--- config.mk ---
export PLATFORM = sky130hd
export DESIGN_NAME = serial_drive_status_responder
export DESIGN_NICKNAME = d
export VERILOG_FILES = /design/src/rtl/sdsr_pkg.sv /design/src/rtl/sdsr_serializer.sv /design/src/rtl/serial_drive_status_responder.sv
export SDC_FILE = /design/constraint.sdc
export NUM_CORES = 1
export LEC_CHECK = 0
export ABC_CLOCK_PERIOD_IN_PS = 7400
export BUFFER_PORTS_ARGS = -buffer_cell sky130_fd_sc_hd__buf_2
export CORE_MARGIN = 8
export CORE_UTILIZATION = 56
export CTS_CLUSTER_DIAMETER = 120
export DETAILED_ROUTE_END_ITERATION = 16
export GPL_TIMING_DRIVEN = 1
export PLACE_DENSITY = 0.77
export SETUP_SLACK_MARGIN = 0.02
export SLEW_MARGIN = 20
export SYNTH_ARGS = -nofsm -noshare
export SYNTH_HDL_FRONTEND = slang
export SYNTH_SLANG_ARGS = --single-unit
export TNS_END_PERCENT = 1
--- constraint.sdc ---
create_clock -name aclk -period 7.4 [get_ports aclk]
set_input_delay 1.48 -clock aclk [delete_from_list [all_inputs] [get_ports aclk]]
set_output_delay 1.48 -clock aclk [all_outputs]
set_load 0.03 [all_outputs]
--- src/rtl/sdsr_pkg.sv ---
`timescale 1ns / 1ps
`default_nettype none
// ----------------------------------------------------------------------------
// Drive status responder package
// Request codes, configuration indexes, frame and reply constants, the
// checksum function and the control structs shared by the responder modules.
// ----------------------------------------------------------------------------
package sdsr_pkg;

    // Request kinds carried in tuser
    localparam logic [1:0] REQ_LINE = 2'd0;
    localparam logic [1:0] REQ_BYTE = 2'd1;
    localparam logic [1:0] REQ_TICK = 2'd2;

    // Configuration register indexes
    localparam logic [1:0] CFG_ACK_DELAY  = 2'd0;
    localparam logic [1:0] CFG_BIT_PERIOD = 2'd1;
    localparam logic [1:0] CFG_GAP_DELAY  = 2'd2;

    localparam logic [15:0] ACK_DELAY_RST  = 16'd256;
    localparam logic [15:0] BIT_PERIOD_RST = 16'd64;
    localparam logic [15:0] GAP_DELAY_RST  = 16'd64;

    // Command frame layout: device, command, two auxiliary bytes, checksum
    localparam int unsigned FRAME_LEN = 5;
    localparam logic [7:0]  DEV_ID     = 8'h31;
    localparam logic [7:0]  CMD_STATUS = 8'h53;

    // Reply bytes
    localparam logic [7:0]  BYTE_NAK  = 8'h4E;
    localparam logic [7:0]  BYTE_ACK  = 8'h41;
    localparam logic [7:0]  BYTE_DONE = 8'h43;
    // Status bytes, first byte in the lowest bits
    localparam logic [31:0] STATUS_WORD = 32'h00FE_FF10;
    localparam logic [2:0]  REPLY_LEN_NAK  = 3'd1;
    localparam logic [2:0]  REPLY_LEN_GOOD = 3'd7;

    // Serializer bit positions: start bit is 0, data 1..8, stop 9
    localparam logic [3:0] BIT_IDLE = 4'd15;
    localparam logic [3:0] BIT_DATA_LAST = 4'd8;
    localparam logic [3:0] BIT_STOP = 4'd9;

    typedef struct packed {
        logic [15:0] ack_delay;
        logic [15:0] bit_period;
        logic [15:0] gap_delay;
    } sdsr_cfg_t;

    // One step request to the serializer
    typedef struct packed {
        logic tick;
        logic load;
        logic good;
        logic cancel;
    } sdsr_ser_ctrl_t;

    // Line state after the step
    typedef struct packed {
        logic reply_pending;
        logic line_level;
    } sdsr_ser_stat_t;

    // 8-bit end-around-carry sum of four bytes, first byte lowest
    function automatic logic [7:0] eac_sum4(input logic [31:0] w);
        logic [8:0] s;
        s = 9'd0;
        for (int i = 0; i < 4; i++) begin
            s = {1'b0, s[7:0]} + {1'b0, w[8*i +: 8]};
            s = {1'b0, s[7:0]} + {8'd0, s[8]};
        end
        return s[7:0];
    endfunction

    localparam logic [7:0] STATUS_SUM = eac_sum4(STATUS_WORD);

    // Reply byte at a queue position
    function automatic logic [7:0] reply_byte(input logic good, input logic [2:0] idx);
        logic [7:0] b;
        if (!good) begin
            b = BYTE_NAK;
        end else begin
            case (idx)
                3'd0:    b = BYTE_ACK;
                3'd1:    b = BYTE_DONE;
                3'd2:    b = STATUS_WORD[7:0];
                3'd3:    b = STATUS_WORD[15:8];
                3'd4:    b = STATUS_WORD[23:16];
                3'd5:    b = STATUS_WORD[31:24];
                3'd6:    b = STATUS_SUM;
                default: b = 8'h00;
            endcase
        end
        return b;
    endfunction

endpackage
`default_nettype wire

--- src/rtl/sdsr_serializer.sv ---
`timescale 1ns / 1ps
`default_nettype none
// ----------------------------------------------------------------------------
// Drive status reply serializer
// Holds the reply queue position and sends each byte as start bit, eight
// data bits LSB first and stop bit, with acknowledge and gap delays.
// ----------------------------------------------------------------------------
module sdsr_serializer
    import sdsr_pkg::*;
(
    input  wire logic           aclk,
    input  wire logic           aresetn,
    input  wire sdsr_ser_ctrl_t ctrl,
    input  wire sdsr_cfg_t      cfg,
    output sdsr_ser_stat_t      stat
);

    logic        good_reg,     good_next;
    logic [2:0]  count_reg,    count_next;
    logic [2:0]  index_reg,    index_next;
    logic [3:0]  bit_pos_reg,  bit_pos_next;
    logic [15:0] bit_timer_reg, bit_timer_next;
    logic [15:0] gap_timer_reg, gap_timer_next;
    logic        line_reg,     line_next;

    logic [15:0] period;
    logic [15:0] timer_dec;
    logic [3:0]  pos_inc;
    logic [7:0]  cur_byte;

    // Zero period counts as one tick
    assign period    = (cfg.bit_period == 16'd0) ? 16'd1 : cfg.bit_period;
    assign timer_dec = (bit_timer_reg != 16'd0) ? bit_timer_reg - 16'd1 : 16'd0;
    assign pos_inc   = bit_pos_reg + 4'd1;
    assign cur_byte  = reply_byte(good_reg, index_reg);

    // Advance the queue and bit timing for one request
    always_comb begin
        good_next      = good_reg;
        count_next     = count_reg;
        index_next     = index_reg;
        bit_pos_next   = bit_pos_reg;
        bit_timer_next = bit_timer_reg;
        gap_timer_next = gap_timer_reg;
        line_next      = line_reg;
        if (ctrl.cancel) begin
            count_next   = 3'd0;
            index_next   = 3'd0;
            bit_pos_next = BIT_IDLE;
            line_next    = 1'b1;
        end else if (ctrl.load) begin
            good_next      = ctrl.good;
            count_next     = ctrl.good ? REPLY_LEN_GOOD : REPLY_LEN_NAK;
            index_next     = 3'd0;
            gap_timer_next = cfg.ack_delay;
        end else if (ctrl.tick) begin
            if (bit_pos_reg == BIT_IDLE) begin
                if (index_reg < count_reg) begin
                    if (gap_timer_reg != 16'd0) begin
                        gap_timer_next = gap_timer_reg - 16'd1;
                    end else begin
                        bit_pos_next   = 4'd0;
                        bit_timer_next = period;
                        line_next      = 1'b0;
                    end
                end
            end else if (timer_dec != 16'd0) begin
                bit_timer_next = timer_dec;
            end else begin
                bit_pos_next = pos_inc;
                if (pos_inc <= BIT_DATA_LAST) begin
                    line_next      = cur_byte[bit_pos_reg[2:0]];
                    bit_timer_next = period;
                end else if (pos_inc == BIT_STOP) begin
                    line_next      = 1'b1;
                    bit_timer_next = period;
                end else begin
                    bit_timer_next = timer_dec;
                    index_next     = index_reg + 3'd1;
                    bit_pos_next   = BIT_IDLE;
                    line_next      = 1'b1;
                    gap_timer_next = cfg.gap_delay;
                end
            end
        end
    end

    // Report the line as it stands after this step
    always_comb begin
        stat.line_level    = line_next;
        stat.reply_pending = (index_next < count_next) || (bit_pos_next != BIT_IDLE);
    end

    always_ff @(posedge aclk) begin
        if (!aresetn) begin
            good_reg      <= 1'b0;
            count_reg     <= 3'd0;
            index_reg     <= 3'd0;
            bit_pos_reg   <= BIT_IDLE;
            bit_timer_reg <= 16'd0;
            gap_timer_reg <= 16'd0;
            line_reg      <= 1'b1;
        end else begin
            good_reg      <= good_next;
            count_reg     <= count_next;
            index_reg     <= index_next;
            bit_pos_reg   <= bit_pos_next;
            bit_timer_reg <= bit_timer_next;
            gap_timer_reg <= gap_timer_next;
            line_reg      <= line_next;
        end
    end

endmodule
`default_nettype wire

--- src/rtl/serial_drive_status_responder.sv ---
`timescale 1ns / 1ps
`default_nettype none
// ----------------------------------------------------------------------------
// Serial drive status responder
// Collects command frames while the command line is held, checks them on
// release and serializes the status reply or a NAK onto the data line.
//
// Usage:
//   s_ channel: one request per transfer. s_tuser selects line change, received
//   byte or time tick; s_tdata carries the new command level and the byte.
//   m_ channel: one result per request, the data line level and a reply
//   pending flag after that request has taken effect.
//   cfg port: write ack delay, bit period and gap delay while idle; index 3
//   is ignored.
//   Every request is handled combinationally by the frame checker and the
//   serializer step and its result is registered; a request can be taken on
//   every cycle while the skid entry is empty.
//   A two-entry output stage (result register plus skid register) takes one
//   request into the skid register while m_tready stalls the result; s_tready
//   then drops until the skid entry drains.
//   Reset clears the command level, frame count and reply queue, puts the
//   line at mark and loads the default delays.
// ----------------------------------------------------------------------------
module serial_drive_status_responder
    import sdsr_pkg::*;
#(
    parameter int FRAME_DEPTH = 8
) (
    input  wire logic        aclk,
    input  wire logic        aresetn,
    // request channel
    input  wire logic        s_tvalid,
    output logic             s_tready,
    input  wire logic [15:0] s_tdata,   // [0] cmd_asserted, [8:1] rx_byte
    input  wire logic [1:0]  s_tuser,   // [1:0] req_type
    // result channel
    output logic             m_tvalid,
    input  wire logic        m_tready,
    output logic [7:0]       m_tdata,   // [0] line_level, [1] reply_pending
    // configuration write port
    input  wire logic        cfg_we,
    input  wire logic [1:0]  cfg_index,
    input  wire logic [15:0] cfg_data
);

    localparam int CNT_W = $clog2(FRAME_DEPTH + 1);

    logic                 accept;
    logic                 cmd_in;
    logic [7:0]           byte_in;

    logic                 cmd_level_reg, cmd_level_next;
    logic [CNT_W-1:0]     frame_count_reg, frame_count_next;
    logic [7:0]           frame_reg [FRAME_LEN];
    logic                 frame_wr;
    logic                 frame_good;

    sdsr_cfg_t            cfg_reg;
    sdsr_ser_ctrl_t       ser_ctrl;
    sdsr_ser_stat_t       ser_stat;

    sdsr_ser_stat_t       out_data_reg, skid_data_reg;
    logic                 out_valid_reg, skid_valid_reg;

    assign accept  = s_tvalid && s_tready;
    assign cmd_in  = s_tdata[0];
    assign byte_in = s_tdata[8:1];

    // Configuration registers
    always_ff @(posedge aclk) begin
        if (!aresetn) begin
            cfg_reg.ack_delay  <= ACK_DELAY_RST;
            cfg_reg.bit_period <= BIT_PERIOD_RST;
            cfg_reg.gap_delay  <= GAP_DELAY_RST;
        end else if (cfg_we) begin
            case (cfg_index)
                CFG_ACK_DELAY:  cfg_reg.ack_delay  <= cfg_data;
                CFG_BIT_PERIOD: cfg_reg.bit_period <= cfg_data;
                CFG_GAP_DELAY:  cfg_reg.gap_delay  <= cfg_data;
                default: ;
            endcase
        end
    end

    // Check the held frame: length, device, command and checksum
    assign frame_good = (frame_count_reg == CNT_W'(FRAME_LEN))
                     && (frame_reg[0] == DEV_ID)
                     && (frame_reg[1] == CMD_STATUS)
                     && (eac_sum4({frame_reg[3], frame_reg[2], frame_reg[1], frame_reg[0]})
                         == frame_reg[4]);

    // Decode the request into frame updates and a serializer step
    always_comb begin
        cmd_level_next   = cmd_level_reg;
        frame_count_next = frame_count_reg;
        frame_wr         = 1'b0;
        ser_ctrl         = '0;
        if (accept) begin
            case (s_tuser)
                REQ_LINE: begin
                    if (cmd_in != cmd_level_reg) begin
                        cmd_level_next = cmd_in;
                        if (cmd_in) begin
                            frame_count_next = '0;
                            ser_ctrl.cancel  = 1'b1;
                        end else begin
                            ser_ctrl.load = 1'b1;
                            ser_ctrl.good = frame_good;
                        end
                    end
                end
                REQ_BYTE: begin
                    if (cmd_level_reg && (frame_count_reg < CNT_W'(FRAME_DEPTH))) begin
                        frame_wr         = frame_count_reg < CNT_W'(FRAME_LEN);
                        frame_count_next = frame_count_reg + CNT_W'(1);
                    end
                end
                REQ_TICK: begin
                    ser_ctrl.tick = 1'b1;
                end
                default: ;
            endcase
        end
    end

    always_ff @(posedge aclk) begin
        if (!aresetn) begin
            cmd_level_reg   <= 1'b0;
            frame_count_reg <= '0;
        end else begin
            cmd_level_reg   <= cmd_level_next;
            frame_count_reg <= frame_count_next;
        end
    end

    // Store the checked bytes of the frame; later bytes only count
    always_ff @(posedge aclk) begin
        if (frame_wr) begin
            frame_reg[frame_count_reg[2:0]] <= byte_in;
        end
    end

    sdsr_serializer u_serializer (
        .aclk    (aclk),
        .aresetn (aresetn),
        .ctrl    (ser_ctrl),
        .cfg     (cfg_reg),
        .stat    (ser_stat)
    );

    // Result register with skid entry
    assign s_tready = !skid_valid_reg;

    always_ff @(posedge aclk) begin
        if (!aresetn) begin
            out_valid_reg  <= 1'b0;
            skid_valid_reg <= 1'b0;
        end else if (!out_valid_reg || m_tready) begin
            if (skid_valid_reg) begin
                out_valid_reg  <= 1'b1;
                skid_valid_reg <= 1'b0;
            end else begin
                out_valid_reg  <= accept;
            end
        end else if (accept) begin
            skid_valid_reg <= 1'b1;
        end
    end

    always_ff @(posedge aclk) begin
        if (!out_valid_reg || m_tready) begin
            out_data_reg <= skid_valid_reg ? skid_data_reg : ser_stat;
        end else if (accept) begin
            skid_data_reg <= ser_stat;
        end
    end

    assign m_tvalid = out_valid_reg;
    assign m_tdata  = {6'd0, out_data_reg.reply_pending, out_data_reg.line_level};

endmodule
`default_nettype wire

# Word-level counts from Yosys, hierarchy flattened

Memory sizes are Yosys's and may differ from the RTL's.
Cells that the tools add are included.

Register bits after elaboration: 103
RAM bits: 40
Input bits: 41
Output and inout bits: 10
Word-level logic and storage cells: 159
Memories: 1

Memory list:

| memory    | depth | bits a word | read ports | clocked after memory_dff | write ports | RTL line                            | source |
|---|---|---|---|---|---|---|---|
| frame_reg | 5     | 8           | 5          | 0                        | 1           | serial_drive_status_responder.sv:54 | `logic [7:0] frame_reg [FRAME_LEN];` |

$add $sub $neg: 11
Magnitude comparators: 6
Equality and inequality tests: 27
Mux-type cells: 64
Bitwise logic cells: 4
Reductions and logical operators: 28

Operators with widths:

| operator                                                               | number |
|---|---|
| 16-bit two-way mux                                                     | 16 |
| 4-bit two-way mux                                                      | 13 |
| 8-bit one-hot mux with 6 select lines                                  | 1 |
| 16-bit nonzero test                                                    | 3 |
| 3-bit two-way mux                                                      | 12 |
| 16-bit by 1-bit subtractor with 16-bit output (second input constant)  | 2 |
| 8-bit by 8-bit adder with 9-bit output                                 | 3 |
| 8-bit by 1-bit adder with 8-bit output                                 | 3 |
| 1-bit two-way mux                                                      | 17 |
| 16-bit logical NOT                                                     | 1 |
| 2-bit != test (second input constant)                                  | 5 |
| 2-bit AND reduction                                                    | 5 |
| 5-bit AND reduction                                                    | 2 |
| 3-bit by 2-bit != test with 1-bit output (second input constant)       | 3 |
| 4-bit by 1-bit adder with 4-bit output (second input constant)         | 2 |
| 4-bit equality test (second input constant)                            | 2 |
| 8-bit by 6-bit equality test with 1-bit output (second input constant) | 1 |
| 8-bit by 7-bit equality test with 1-bit output (second input constant) | 1 |
| 8-bit equality test                                                    | 1 |
| 8-bit two-way mux                                                      | 1 |
| 4-bit one-hot mux with 2 select lines                                  | 1 |
| 7-bit AND reduction                                                    | 1 |
| 3-bit by 2-bit equality test with 1-bit output (second input constant) | 2 |
| 3-bit equality test (second input constant)                            | 2 |
| other kinds (24)                                                       | 40 |

# Depth between registers and ports, before layout

An unclocked memory read counts as a cell.

Depth after elaboration: 19
Gate-level depth with buffers: 45
Depth with buffers taken out: 45

# Cells and area by module

Synthesis repeated with hierarchy kept, for this count alone.

Cells, all modules: 957
Area, all modules: 8657.1 um^2

By module, submodules not included:

| module                        | times used | cells each | area an instance (um^2) | seq. area each (um^2) |
|---|---|---|---|---|
| serial_drive_status_responder | 1          | 502        | 5071.1                  | 2422.3 |
| sdsr_serializer               | 1          | 455        | 3585.9                  | 880.8 |

# Least setup slack after synthesis

Ideal clock, no wire load.

Path type: reg-to-reg
From: memory frame_reg[1][0]
To: register out_data_reg (netlist bit m_tdata[1]) (data pin)
Library setup time: 0.269 ns
Arrival: 7.756 ns
Path slack: -0.625 ns
Cell stages (with the launch flop): 45
Path buffers: 0
Cell sequence: edfxtp_1 > ha_1 > fa_1 > a21o_1 > a21oi_1 > o21bai_1 > a21oi_1 > nor2b_1 > o21ai_0 > nand2b_1 > ha_1 > ha_1 > fa_1 > a21o_1 > a21oi_1 > o21bai_1 > a21oi_1 > nor2b_1 > [... 9 more ...] > nor2b_1 > o21ai_0 > nand2b_1 > ha_1 > ha_1 > xor2_1 > xnor2_1 > nand4_1 > nor4_1 > o21ai_0 > a311o_1 > and2_1 > ha_1 > a21oi_1 > nor2b_1 > nor3_1 > o31ai_1 > o211ai_1

RTL lines:

| item                 | RTL line                             | source |
|---|---|---|
| from (decl)          | serial_drive_status_responder.sv:54  |  |
| to (signal assigned) | serial_drive_status_responder.sv:172 | `out_data_reg <= skid_valid_reg ? skid_data_reg : ser_stat;` |
| to (decl)            | serial_drive_status_responder.sv:62  | `sdsr_ser_stat_t out_data_reg, skid_data_reg;` |

==> impl_metrics.json <==
{
  "status": "complete, but fails checks",
  "violations": "negative setup slack",
  "vias_per_cell": 5.87,
  "cts.reportedPaths.clkPinSlew_ns": 0.06,
  "power.total_w": 0.00175,
  "synth_ff_type": "dfxtp_1",
  "worstPathRequired_ns": 7.66,
  "holdBufCountCts": 0,
  "p_sw_w": 0.000402,
  "avgSynthCellArea_um2": 8.79,
  "cts_root_buffer": "clkbuf_16",
  "p_sw_share_pct": 23.1,
  "antenna_left": 0,
  "setup_viol": 3,
  "clk_path_buf_depth": 2,
  "ys.warnings.count": 0,
  "layout_setup_ws_ns": -0.713,
  "grt_pass1_wl_mm": 33.3,
  "die_w_um": 138,
  "rsz0062_at_grt": "true",
  "rows": 44,
  "criticalPathCategory": "reg -> reg",
  "numClockSinks": 143,
  "largest_reg_flops": 48,
  "synthToLayoutAreaGrowth_pct": 17.6,
  "max-cap-violations": 0,
  "port_buffers": 37,
  "cp_max_fo": 3,
  "min_period_ns": 8.11,
  "wl_mm": 20.4,
  "fin_crit_sh_pct": 110,
  "combPwrFrac_pct": 5.2,
  "synth_area_mm2": 0.00837,
  "finalClockSkew_ns": 0.00925,
  "slew_violations": 0,
  "die_y_um": 138,
  "hold_class": "reg -> reg",
  "max_freq_mhz": 123,
  "hpwlAfterDp_mm": 14.1,
  "nets": 1121,
  "clk_latency_ns": 0.42,
  "wl_per_cell_um": 16.7,
  "htreeDepth": 4,
  "tightest_slew_ns": 1.05,
  "critPathBufInv": 1,
  "grt_max_degree": 58,
  "grt_pass1_vias": 6797,
  "gp_congestion": 0.833,
  "layout-drive-gt1-share_pct": 18.7,
  "cp-start-kind": "register",
  "drt-pass1-iter-count": 5,
  "initial_core_util_pct": 57.4,
  "synth_seq_cells": 143,
  "critical-path-top-delay-family": "compound AO/OA/AOI/OAI gates",
  "netlist_instances": 953,
  "seqPwrFrac_pct": 47.2,
  "synth_edf_count": 44,
  "post-route-drc-count": 0,
  "p_int_w": 0.00134,
  "vdd.ir_drop.worst_uv": 159,
  "cts_buffers": 17,
  "finalHoldViolCount": 0,
  "cpMostUsedCell": "a21oi_2",
  "ys_types": 78,
  "fp.coreArea_mm2": 0.0146,
  "dieArea_mm2": 0.0191,
  "max_stage_delay_ns": 0.39,
  "p_leak_nw": 3.88,
  "slew_headroom_pct": 29.3,
  "finish.utilization_pct": 67.5,
  "power_per_cell_area_mw_per_mm2": 177,
  "end_kind": "register",
  "ios": 51,
  "drtIter0Drc": 604,
  "grt_overflow": 0,
  "p_clk_share_pct": 47.6,
  "seq_area_frac_synth_pct": 39.5,
  "critPathSlowestCell": "edfxtp_1",
  "synthArstFlopShare_pct": 0,
  "worstPathArrival_ns": 8.37,
  "routed-via-count": 7179,
  "cts_tree": "done",
  "antenna_found_initial": 0,
  "grt.total_usage_pct": 20.8
}
[cell usage in the layout, fill, tap and decap left out, drive strengths merged, types with 24 or more instances in the layout]
| cell type | instances |
|---|---|
| buf | 99 |
| a211oi | 33 |
| o21ai | 34 |
| xnor2 | 40 |
| nand2 | 146 |
| a21oi | 100 |
| inv | 32 |
| nor2 | 66 |
| dfxtp | 99 |
| ha | 51 |
| xor2 | 24 |
| nor3 | 34 |
| edfxtp | 44 |
[layout make-up]
class / count / area [um2]
antenna: 1 / 2.50
clock buffer: 19 / 433
clock inverter: 13 / 140
fill: 1158 / 4740
inverter: 31 / 116
multi-input combinational: 734 / 4950
sequential: 143 / 3300
tap: 184 / 230
timing repair buffer: 99 / 666
[final timing paths]
path	from	endpoint	slack [ns]	cells after the start
worst min-delay path	cfg_reg[3]$_SDFFE_PN0P_	cfg_reg[3]$_SDFFE_PN0P_	0.45	2
worst min register to register	cfg_reg[3]$_SDFFE_PN0P_	cfg_reg[3]$_SDFFE_PN0P_	0.45	2
worst max-delay path	frame_reg[0][0]$_DFFE_PP_	m_tdata[1]$_DFFE_PP_	-0.71	45
worst max register to register	frame_reg[0][0]$_DFFE_PP_	m_tdata[1]$_DFFE_PP_	-0.71	45
[worst min-delay path, cell delays in order, from the launching register on]
cell,delay [ns]
dfxtp_1,0.31
nand2_1,0.05
a21oi_1,0.05
[cells in the mapped netlist (9+ instances only)]
cell type / n / area share, %
clkbuf_1: 30 / 1.3
nand3_1: 22 / 1.3
and3_1: 9 / 0.67
nand2b_1: 9 / 0.67
xnor2_1: 40 / 4.2
buf_4: 10 / 0.90
o21ai_0: 33 / 2.0
xor2_1: 24 / 2.5
a211oi_1: 33 / 3.0
dfxtp_1: 99 / 24
ha_1: 51 / 7.6
edfxtp_1: 44 / 16
a21oi_1: 98 / 5.9
nor4_1: 16 / 1.2
inv_1: 31 / 1.4
nor2_1: 66 / 3.0
nand2_1: 145 / 6.5
nor3_1: 33 / 2.0
[power by group through the flow]
stage                     Clock (W)  Combinational, W  Sequential (W)
final                      0.000831         0.0000903        0.000825
after global routing       0.000874         0.0000989        0.000826
after CTS                  0.000839         0.0000886        0.000825
after detailed placement          0         0.0000873        0.000842
after global placement            0         0.0000862        0.000841
after floorplan                   0         0.0000539        0.000841
[cells by family after synthesis]
logic type               after synthesis  share of synthesized area, %
AND/OR/NAND/NOR                      370                          22.3
AO/OA/AOI/OAI                        231                          17.4
adder cells (fa/ha/maj)               54                          8.34
buffers and inverters                 81                          4.41
flip-flops                           143                          39.5
other                                  1                        0.0448
multiplexers                           7                         0.867
XOR/XNOR                              66                          7.23
[layer usage]
metal | global-route usage [%] | vias up | part of all wire, %
li1 | - | 3574 | -
met1 | 26.0 | 3426 | 45
met2 | 35.5 | 159 | 49
met3 | 4.08 | 20 | 4.4
met4 | 6.35 | 0 | 1.2
met5 | 0 | - | 0
[metrics by stage]
stage          cell area [um2]  setup TNS [ns]  setup WS (ns)  hold slack [ns]  instances
2_1_floorplan             8490         -0.0656        -0.0656            0.433        958
3_3_place_gp              9000          -0.796         -0.427            0.443       1175
3_5_place_dp              9000           -1.09         -0.583            0.447       1175
4_1_cts                   9660          -0.884         -0.474            0.455       1213
5_1_grt                   9840           -3.32          -1.14            0.469       1223
6_report                  9850           -1.41         -0.713            0.454       1224
[what timing repair did]
action	CTS	global route
buffers inserted	6	10
resized for setup	8	21
pin swaps	9	36
endpoints found under the setup margin	2	5
(Power assumes the default switching activity.)
